### src/rtl/mec_pkg.sv
// Shared types, constants and helpers for the four-lane escape-time counter.
// No dependencies; every other file uses this package by scoped name.
package mec_pkg;

  localparam int LANES      = 4;
  localparam int COORD_W    = 32;
  localparam int FRAC_BITS  = 28;
  localparam int CNT_W      = 8;
  localparam int LIM_W      = 4;
  localparam int PROD_W     = 2 * COORD_W;
  localparam int MAG_W      = PROD_W + 1;
  localparam int SUM_W      = PROD_W + 2;
  localparam int CFG_ADDR_W = 1;
  localparam int CFG_DATA_W = 8;

  localparam logic [CFG_ADDR_W-1:0] REG_ITER_BUDGET  = 1'd0;
  localparam logic [CFG_ADDR_W-1:0] REG_ESCAPE_LIMIT = 1'd1;

  localparam logic [CNT_W-1:0] ITER_BUDGET_RST  = 8'd60;
  localparam logic [LIM_W-1:0] ESCAPE_LIMIT_RST = 4'd10;

  typedef enum logic [1:0] {
    ST_IDLE,
    ST_MUL,
    ST_UPD,
    ST_DONE
  } state_t;

  typedef struct packed {
    logic start;
    logic mul_en;
    logic upd_en;
  } lane_ctl_t;

  typedef struct packed {
    logic             act;
    logic [CNT_W-1:0] cnt;
  } lane_stat_t;

  typedef struct packed {
    logic load;
  } merge_ctl_t;

  typedef struct packed {
    logic any_act;
    logic can_load;
  } merge_stat_t;

  // Clamp a wide signed sum to the coordinate range.
  function automatic logic signed [COORD_W-1:0] sat_coord(
    input logic signed [SUM_W-1:0] v
  );
    logic signed [COORD_W-1:0] res;
    if (!v[SUM_W-1] && (|v[SUM_W-2:COORD_W-1])) begin
      res = {1'b0, {(COORD_W-1){1'b1}}};
    end else if (v[SUM_W-1] && !(&v[SUM_W-2:COORD_W-1])) begin
      res = {1'b1, {(COORD_W-1){1'b0}}};
    end else begin
      res = v[COORD_W-1:0];
    end
    return res;
  endfunction

endpackage

### src/rtl/mec_if.sv


interface mec_out_if;
  logic                       valid;
  logic                       ready;
  logic [mec_pkg::CNT_W-1:0]  count_0;
  logic [mec_pkg::CNT_W-1:0]  count_1;
  logic [mec_pkg::CNT_W-1:0]  count_2;
  logic [mec_pkg::CNT_W-1:0]  count_3;

  modport source (
    output valid, count_0, count_1, count_2, count_3,
    input  ready
  );
  modport sink (
    input  valid, count_0, count_1, count_2, count_3,
    output ready
  );
endinterface

### src/rtl/mec_merge.sv
// Merge stage: combines lane activity and holds the result register.
// Depends on mec_pkg and mec_out_if.
module mec_merge (
  input  logic                                  clk,
  input  logic                                  rst_n,
  input  mec_pkg::lane_stat_t [mec_pkg::LANES-1:0] stat,
  input  mec_pkg::merge_ctl_t                   ctl,
  output mec_pkg::merge_stat_t                  mstat,
  mec_out_if.source                             out_chan
);

  logic [mec_pkg::CNT_W-1:0] cnt_r [mec_pkg::LANES];
  logic                      out_valid_r, out_valid_nxt;
  logic                      any_act;

  always_comb begin
    any_act = 1'b0;
    for (int k = 0; k < mec_pkg::LANES; k++) begin
      any_act = any_act | stat[k].act;
    end
  end

  assign mstat.any_act  = any_act;
  assign mstat.can_load = !out_valid_r || out_chan.ready;

  always_comb begin
    out_valid_nxt = out_valid_r;
    if (ctl.load) begin
      out_valid_nxt = 1'b1;
    end else if (out_chan.ready) begin
      out_valid_nxt = 1'b0;
    end
  end

  always_ff @(posedge clk) begin
    if (!rst_n) begin
      out_valid_r <= 1'b0;
    end else begin
      out_valid_r <= out_valid_nxt;
    end
  end

  always_ff @(posedge clk) begin
    if (ctl.load) begin
      for (int k = 0; k < mec_pkg::LANES; k++) begin
        cnt_r[k] <= stat[k].cnt;
      end
    end
  end

  assign out_chan.valid   = out_valid_r;
  assign out_chan.count_0 = cnt_r[0];
  assign out_chan.count_1 = cnt_r[1];
  assign out_chan.count_2 = cnt_r[2];
  assign out_chan.count_3 = cnt_r[3];

endmodule
### src/flat_wrapper.sv
// flat-port wrapper written by rule: the top's interface ports become plain ports
module mec_merge_flat 
  (clk, rst_n, stat, ctl, mstat, out_chan_valid, out_chan_count_0, out_chan_count_1, out_chan_count_2, out_chan_count_3, out_chan_ready);
  mec_out_if out_chan_i ();
  input  logic clk;
  input  logic rst_n;
  input  mec_pkg::lane_stat_t [mec_pkg::LANES-1:0] stat;
  input  mec_pkg::merge_ctl_t ctl;
  output mec_pkg::merge_stat_t mstat;
  output wire logic [$bits(out_chan_i.valid)-1:0] out_chan_valid;
  output wire logic [$bits(out_chan_i.count_0)-1:0] out_chan_count_0;
  output wire logic [$bits(out_chan_i.count_1)-1:0] out_chan_count_1;
  output wire logic [$bits(out_chan_i.count_2)-1:0] out_chan_count_2;
  output wire logic [$bits(out_chan_i.count_3)-1:0] out_chan_count_3;
  input wire logic [$bits(out_chan_i.ready)-1:0] out_chan_ready;
  assign out_chan_valid = out_chan_i.valid;
  assign out_chan_count_0 = out_chan_i.count_0;
  assign out_chan_count_1 = out_chan_i.count_1;
  assign out_chan_count_2 = out_chan_i.count_2;
  assign out_chan_count_3 = out_chan_i.count_3;
  assign out_chan_i.ready = out_chan_ready;
  mec_merge u_core (.clk(clk), .rst_n(rst_n), .stat(stat), .ctl(ctl), .mstat(mstat), .out_chan(out_chan_i));
endmodule
### config.mk
export PLATFORM = sky130hd
export DESIGN_NAME = mec_merge_flat
export DESIGN_NICKNAME = d
export VERILOG_FILES = /design/src/rtl/mec_pkg.sv /design/src/rtl/mec_if.sv /design/src/rtl/mec_merge.sv /design/src/flat_wrapper.sv
export SDC_FILE = /design/constraint.sdc
export NUM_CORES = 1
export LEC_CHECK = 0
export BUFFER_PORTS_ARGS = -buffer_cell sky130_fd_sc_hd__buf_2
export CORE_UTILIZATION = 40
export CTS_BUF_LIST = sky130_fd_sc_hd__clkbuf_2
export DETAILED_ROUTE_END_ITERATION = 7
export PLACE_DENSITY = 0.92
export SYNTH_ARGS = -nofsm -noshare
export SYNTH_HDL_FRONTEND = slang
export SYNTH_SLANG_ARGS = --single-unit
### constraint.sdc
create_clock -name clk -period 2.65 [get_ports clk]
set_clock_uncertainty 0.05 [all_clocks]
set_input_delay 0.3975 -clock clk [delete_from_list [all_inputs] [get_ports clk]]
set_output_delay 0.3975 -clock clk [all_outputs]
set_load 0.02 [all_outputs]
---- Word-level counts from Yosys, hierarchy flattened ----
Memories as Yosys holds them, arrays and structs flattened.
Index checks and enable logic that the tools add are counted.
operators by class
  multiplexer cells ....................... 4
  bitwise operators ....................... 3
  reduce and logical (&&, ||, !) cells .... 3
operators with widths
  kind                number
  1-bit 2-to-1 mux    4
  1-bit OR            3
  2-bit nonzero test  1
  1-bit logical NOT   1
  1-bit logical OR    1
storage, ports and cells
  register bits ........................... 1
  RAM bits ................................ 32
  bits of input ports ..................... 40
  word-level logic and storage cells ...... 12
  memories kept ........................... 1
memory list
  name          words  bits a word  read ports  clocked after Yosys merged registers in  wr ports  RTL line         text
  u_core.cnt_r  4      8            4           0                                        4         mec_merge.sv:12  logic [mec_pkg::CNT_W-1:0] cnt_r [mec_pkg::LANES];

---- Logic depth before layout (Yosys ltp) ----
Gate-level depths: netlist (run 1).
  depth in word-level cells ............... 3
  depth in mapped cells ................... 2
  gate-level depth less buffers ........... 2

---- Least setup slack after synthesis (run 1) ----
No wires, ideal clock.
  path kind ............................... input to output
  start point ............................. in stat[35] in the netlist's numbering
  end point ............................... out mstat[1] in the netlist's numbering
  arrival ................................. 1.064 ns
  setup slack ............................. 1.138 ns
  cell stages on the path ................. 2
  path buffers ............................ 1
  cell sequence ........................... or4_1 buf_4
RTL lines
  what             RTL line           text
  start, declared  flat_wrapper.sv:7  input mec_pkg::lane_stat_t [mec_pkg::LANES-1:0] stat;
  end, declared    flat_wrapper.sv:9  output mec_pkg::merge_stat_t mstat;

==> results of run 1 <==
## metal layers
| metal | up-vias | part of all wire, % | track usage [%] |
|---|---|---|---|
| met3 | 2 | 14 | 10.1 |
| li1 | 309 | - | - |
| met5 | - | 0 | 0 |
| met1 | 283 | 37 | 12.8 |
| met2 | 48 | 47 | 24.7 |
| met4 | 0 | 1.4 | 9.21 |
## synthesized netlist by cell type
library cell / number
a21boi_0: 1
buf_4: 1
dfxtp_1: 1
edfxtp_1: 32
inv_1: 1
nand2b_1: 1
or4_1: 1
## sequential cells by signal, summed over array words and instances, names as in the netlist
register and count:
u_core.cnt_r 32, u_core.out_chan.valid 1
## per-stage QoR
stage / area (um2) / std cells / hold slack, ps / setup slack, ps
2_1_floorplan: 1010 / 38 / 446 / 1140
3_3_place_gp: 1410 / 139 / 430 / 1050
3_5_place_dp: 1410 / 139 / 445 / 1050
4_1_cts: 1450 / 147 / 142 / 1050
5_1_grt: 1450 / 147 / 117 / 1000
6_report: 1450 / 147 / 169 / 1050
## logic make-up (layout without fill, tap and decap cells)
logic type,after synthesis,after routing,synth area share (%)
compound gates,1,1,0.741
buf+inv,2,83,1.11
flops,33,33,96.8
simple gates,2,2,1.36
## final cells by class
cell class	count	area share, %
clock buffer	7	2.42
clock inverter	1	0.259
inverter	1	0.259
multi-input combinational	3	1.47
sequential	33	67.6
tap	28	2.42
timing repair buffer	74	25.5
## critical path, delay by kind of cell
kind | cells | cell delay, ps
buf+inv | 2 | 260
simple gates | 1 | 490
## worst min-delay path by stage
stage / from / end / slack [ps] / cells past startpoint
5_1_grt: stat[16] / u_core.cnt_r[1][7] / 120 / 1
6_report: stat[27] / u_core.cnt_r[3][0] / 170 / 1
4_1_cts: stat[21] / u_core.cnt_r[2][3] / 140 / 1
3_5_place_dp: u_core.out_chan.valid / u_core.out_chan.valid / 450 / 2
3_3_place_gp: u_core.out_chan.valid / u_core.out_chan.valid / 430 / 2
2_1_floorplan: stat[0] / u_core.cnt_r[0][0] / 450 / 0
## report_power, final
group,leakage (nW),switching [W],total [W],internal (W)
clock,0.0306,0.000143,0.000214,0.0000708
combinational,0.299,0.0000826,0.000130,0.0000474
sequential,0.322,0.00000912,0.000626,0.000617
==> results.yml, run 1 <==
outcome:
  status: "completed"
global_route:
  antenna_found_initial: 0
  grt_pass1_wl_um: 2540
  grt_max_degree: 34
  grt_pass1_vias: 587
  grt_overflow: 0
  grtUsageTotal_pct: 14.9
synthesis:
  synth_nets: 78
  yosysSeqAreaShare_pct: 96.8
  synth.top_cells.by_area: "edfxtp_1 95%, dfxtp_1 2.0%, a21boi_0 0.74%, buf_4 0.74%, or4_1 0.74%"
  synthDistinctLibCells: 7
  synth_area_leader_cell: "edfxtp_1"
  ys_warn_count: 0
  synthCells: 38
  synth_area_um2: 1010
  synth_top_area_share_pct: 94.8
  ys_seq_elements: 33
  avgSynthCellArea_um2: 26.7
critical_path:
  cp.arrival_ps: 1150
  crit_required_ps: 2200
  crit_path_start: "stat[35]"
  path_max_fanout: 1
  max_stage_delay_ps: 490
  rrSetupSlack_ps: 1970
  crit_type: "in -> out"
  reg2regPathDepth: 2
  worstSetupEndpoint: "mstat[1]"
  endpoint_kind: "output pin"
  path_cells: "buf_2 -> or4_1 -> buf_2"
  reg2reg_from: "u_core.out_chan.valid"
  cp_common_cell: "buf_2"
  start_kind: "input port"
  rr_endpoint: "u_core.out_chan.valid"
  cp_slowest_cell: "or4_1"
drt:
  route.vias.total: 642
  antenna_left: 0
  wl_per_cell_um: 13.0
  totalWireLength_um: 1910
  detail_route.first_pass.iterations: 4
  first_iter_violations: 7
  via_per_inst: 4.37
  drc: 0
cts:
  cts_sinks: 33
  ctsLongestPathBuffers: 2
  cts-buffers-inserted: 5
  cts_resized: 0
  clkTransAtPathRegs_ps: 150
  cts_tree: "built"
  cts-hold-fix-buffers: 0
  root_buffer: "clkbuf_2"
  cts_setup_buffers: 0
  clock_latency_ps: 340
  cts_max_level: 2
die:
  die_x_um: 52.3
  design.die.area_um2: 2740
  die_h_um: 52.3
  placementRows: 17
  start_util_pct: 44.1
  io_pins: 75
  core_um2: 2300
pwr:
  p_leak_nw: 0.652
  power_w: 0.000970
  p_per_area_nw_per_um2: 669
  ir_drop_mv: 0.378
timing:
  slew_viol_final: 0
  min_period_over_period_pct: 60.3
  max_clock_freq_ghz: 0.626
  setup_viol: 0
  slew_headroom_pct: 54.1
  rsz0062_at_grt: "false"
  setup_tns_ps: 0
  finalCriticalPeriod_ps: 1600
  tightestPinTransition_ps: 689
  finalHoldViolations: 0
layout:
  layout-drive-gt1-share_pct: 68.1
  fin_util_pct: 63.1
  syn_to_final_growth_pct: 43.1
  multi_input_area_um2: 21.3
  diodes: 0
  num-fill-cells: 176
  seq_area_um2: 981
  num-nets-final: 158
  final_common_cell: "buf_2"
  layout_common_cells: "74 x buf_2, 32 x edfxtp_1, 7 x clkbuf_2"
job:
  cap_violations: 0
place:
  portBuffers: 74
  place.gp.congestion: 0.554
hold_path:
  hold_class: "in -> reg"
No activity file was read; power rests on OpenSTA's default activity.
==> inputs of run 2 (changes only) <==
Settings changed: CORE_UTILIZATION 40 to 37, PLACE_DENSITY 0.92 to 0.89.
Clock period 2.65 ns to 1.4 ns, I/O delays scaled along.
==> run 2 against run 1 <==
  * Global-route usage is 1.8 points higher
  * Sequential share of layout area fell by 13 points
  * Worst setup slack lost 890 ps
  * Sequential power is 88% higher
  * Sequential cell count unchanged
  * Register-to-register slack worse by 1300 ps
  * First-iteration DRC count down 57%
  * Total power up 98%
  * Via count increased by 22%
  * Die area rose by 7.8%
  * Design area grew 23%
  * Final cell count up 24%
==> results.yml, run 2 (same netlist as run 1, synthesis figures left out) <==
critical_path:
  path_max_fanout: 1
  cp_slowest_cell: "or4_1"
  crit_required_ps: 1140
  path_delay_family: "simple AND/OR/NAND/NOR gates"
  max_stage_delay_ps: 510
  cp.arrival_ps: 980
  cp_common_cell: "buf_2"
  endpoint_kind: "output pin"
  path_cells: "buf_2 -> or4_1 -> buf_2"
  crit_buf_inv: 2
  start_kind: "input port"
  rrSetupSlack_ps: 680
  crit_type: "in -> out"
global_route:
  grt_overflow: 0
  grt_pass1_wl_um: 3120
  grt_max_degree: 18
  grtUsageTotal_pct: 16.7
  antenna_found_initial: 0
  grt_pass1_vias: 743
die:
  placementRows: 18
  core_um2: 2520
  io_pins: 75
  die_h_um: 54.3
  start_util_pct: 40.2
  design.die.area_um2: 2950
  die_x_um: 54.3
drt:
  top_layer: "met4"
  route.vias.total: 782
  drc: 0
  antenna_left: 0
  wl_met3_um: 238
  wl_per_cell_um: 12.5
  first_iter_violations: 3
  detail_route.first_pass.iterations: 2
  via_per_inst: 4.27
  wirelength_met1_um: 816
  wl_met2_um: 1200
  totalWireLength_um: 2290
place:
  portBuffers: 74
  pre_cts_ws_ps: 153
  place.gp.congestion: 0.630
timing:
  finalCriticalPeriod_ps: 1240
  finalHoldViolations: 0
  slew_headroom_pct: 85.8
  max_clock_freq_ghz: 0.804
  setup_viol: 0
  tightestPinTransition_ps: 214
  slew_viol_final: 0
  layout_setup_ws_ps: 157
  setup_tns_ps: 0
  rsz0062_at_grt: "false"
  min_period_over_period_pct: 88.8
hold_path:
  hold_class: "in -> reg"
layout:
  top_register: "u_core.cnt_r"
  diodes: 0
  num-fill-cells: 176
  seq_area_um2: 981
  largest_reg_flops: 32
  syn_to_final_growth_pct: 76.4
  final_common_cell: "buf_2"
  layout_common_cells: "74 x buf_2, 32 x dlygate4sd3_1, 32 x edfxtp_1, 7 x clkbuf_2, 2 x buf_4"
  multi_input_area_um2: 21.3
  layout-drive-gt1-share_pct: 54.2
  num-nets-final: 192
cts:
  cts_resized: 0
  cts_setup_buffers: 0
  ctsLongestPathBuffers: 2
  cts-hold-fix-buffers: 32
  clkTransAtPathRegs_ps: 140
  clock_latency_ps: 350
  cts_max_level: 2
  cts_tree: "built"
  root_buffer: "clkbuf_2"
  cts_sinks: 33
  cts-buffers-inserted: 5
pwr:
  p_leak_nw: 0.795
  p_per_area_nw_per_um2: 1070
  ir_drop_mv: 0.834
  power_w: 0.00192
outcome:
  status: "completed"
job:
  cap_violations: 0
-- run 2: cell count changes in the layout (fill, tap and decap cells not counted) --
| cell | delta |
|---|---|
| dlygate4sd3_1 | +32 |
| buf_4 | +2 |
-- run 2: path summary, 6_finish.rpt --
kind | start | to | cells past startpoint
setup reg to reg | u_core.out_chan.valid | u_core.out_chan.valid | 2
hold reg to reg | u_core.out_chan.valid | u_core.out_chan.valid | 2
setup / recovery | stat[35] | mstat[1] | 3
hold / removal | rst_n | u_core.out_chan.valid | 2
-- run 2: final cells by class --
| type | count | share of cell area (%) |
|---|---|---|
| clock inverters | 1 | 0.210 |
| clock buffers | 7 | 1.96 |
| inverters | 1 | 0.210 |
| multi-input cells | 3 | 1.19 |
| repair buffers | 108 | 39.5 |
| flip-flops and latches | 33 | 54.9 |
| well taps | 30 | 2.10 |
-- run 2: layer usage --
metal / global-route usage, % / vias to the layer above
met3: 8.33 / 7
met5: 0 / -
met2: 28.0 / 52
li1: - / 376
met4: 11.5 / 0
met1: 15.6 / 347
-- run 2: per-stage QoR --
step	hold slack [ps]	std cells	area (um2)	utilization, %
final	40.5	183	1790	70.9
after global routing	1.58	183	1790	70.9
after CTS	17.4	183	1790	70.9
after detailed placement	338	143	1430	56.6
after global placement	337	143	1430	56.6
after floorplan	259	38	1010	-
-- run 2: report_power, final --
part	switching (W)	leakage [nW]	internal, W
registers	0.0000170	0.322	0.00117
clock network	0.000279	0.0306	0.000134
logic	0.000171	0.443	0.000152
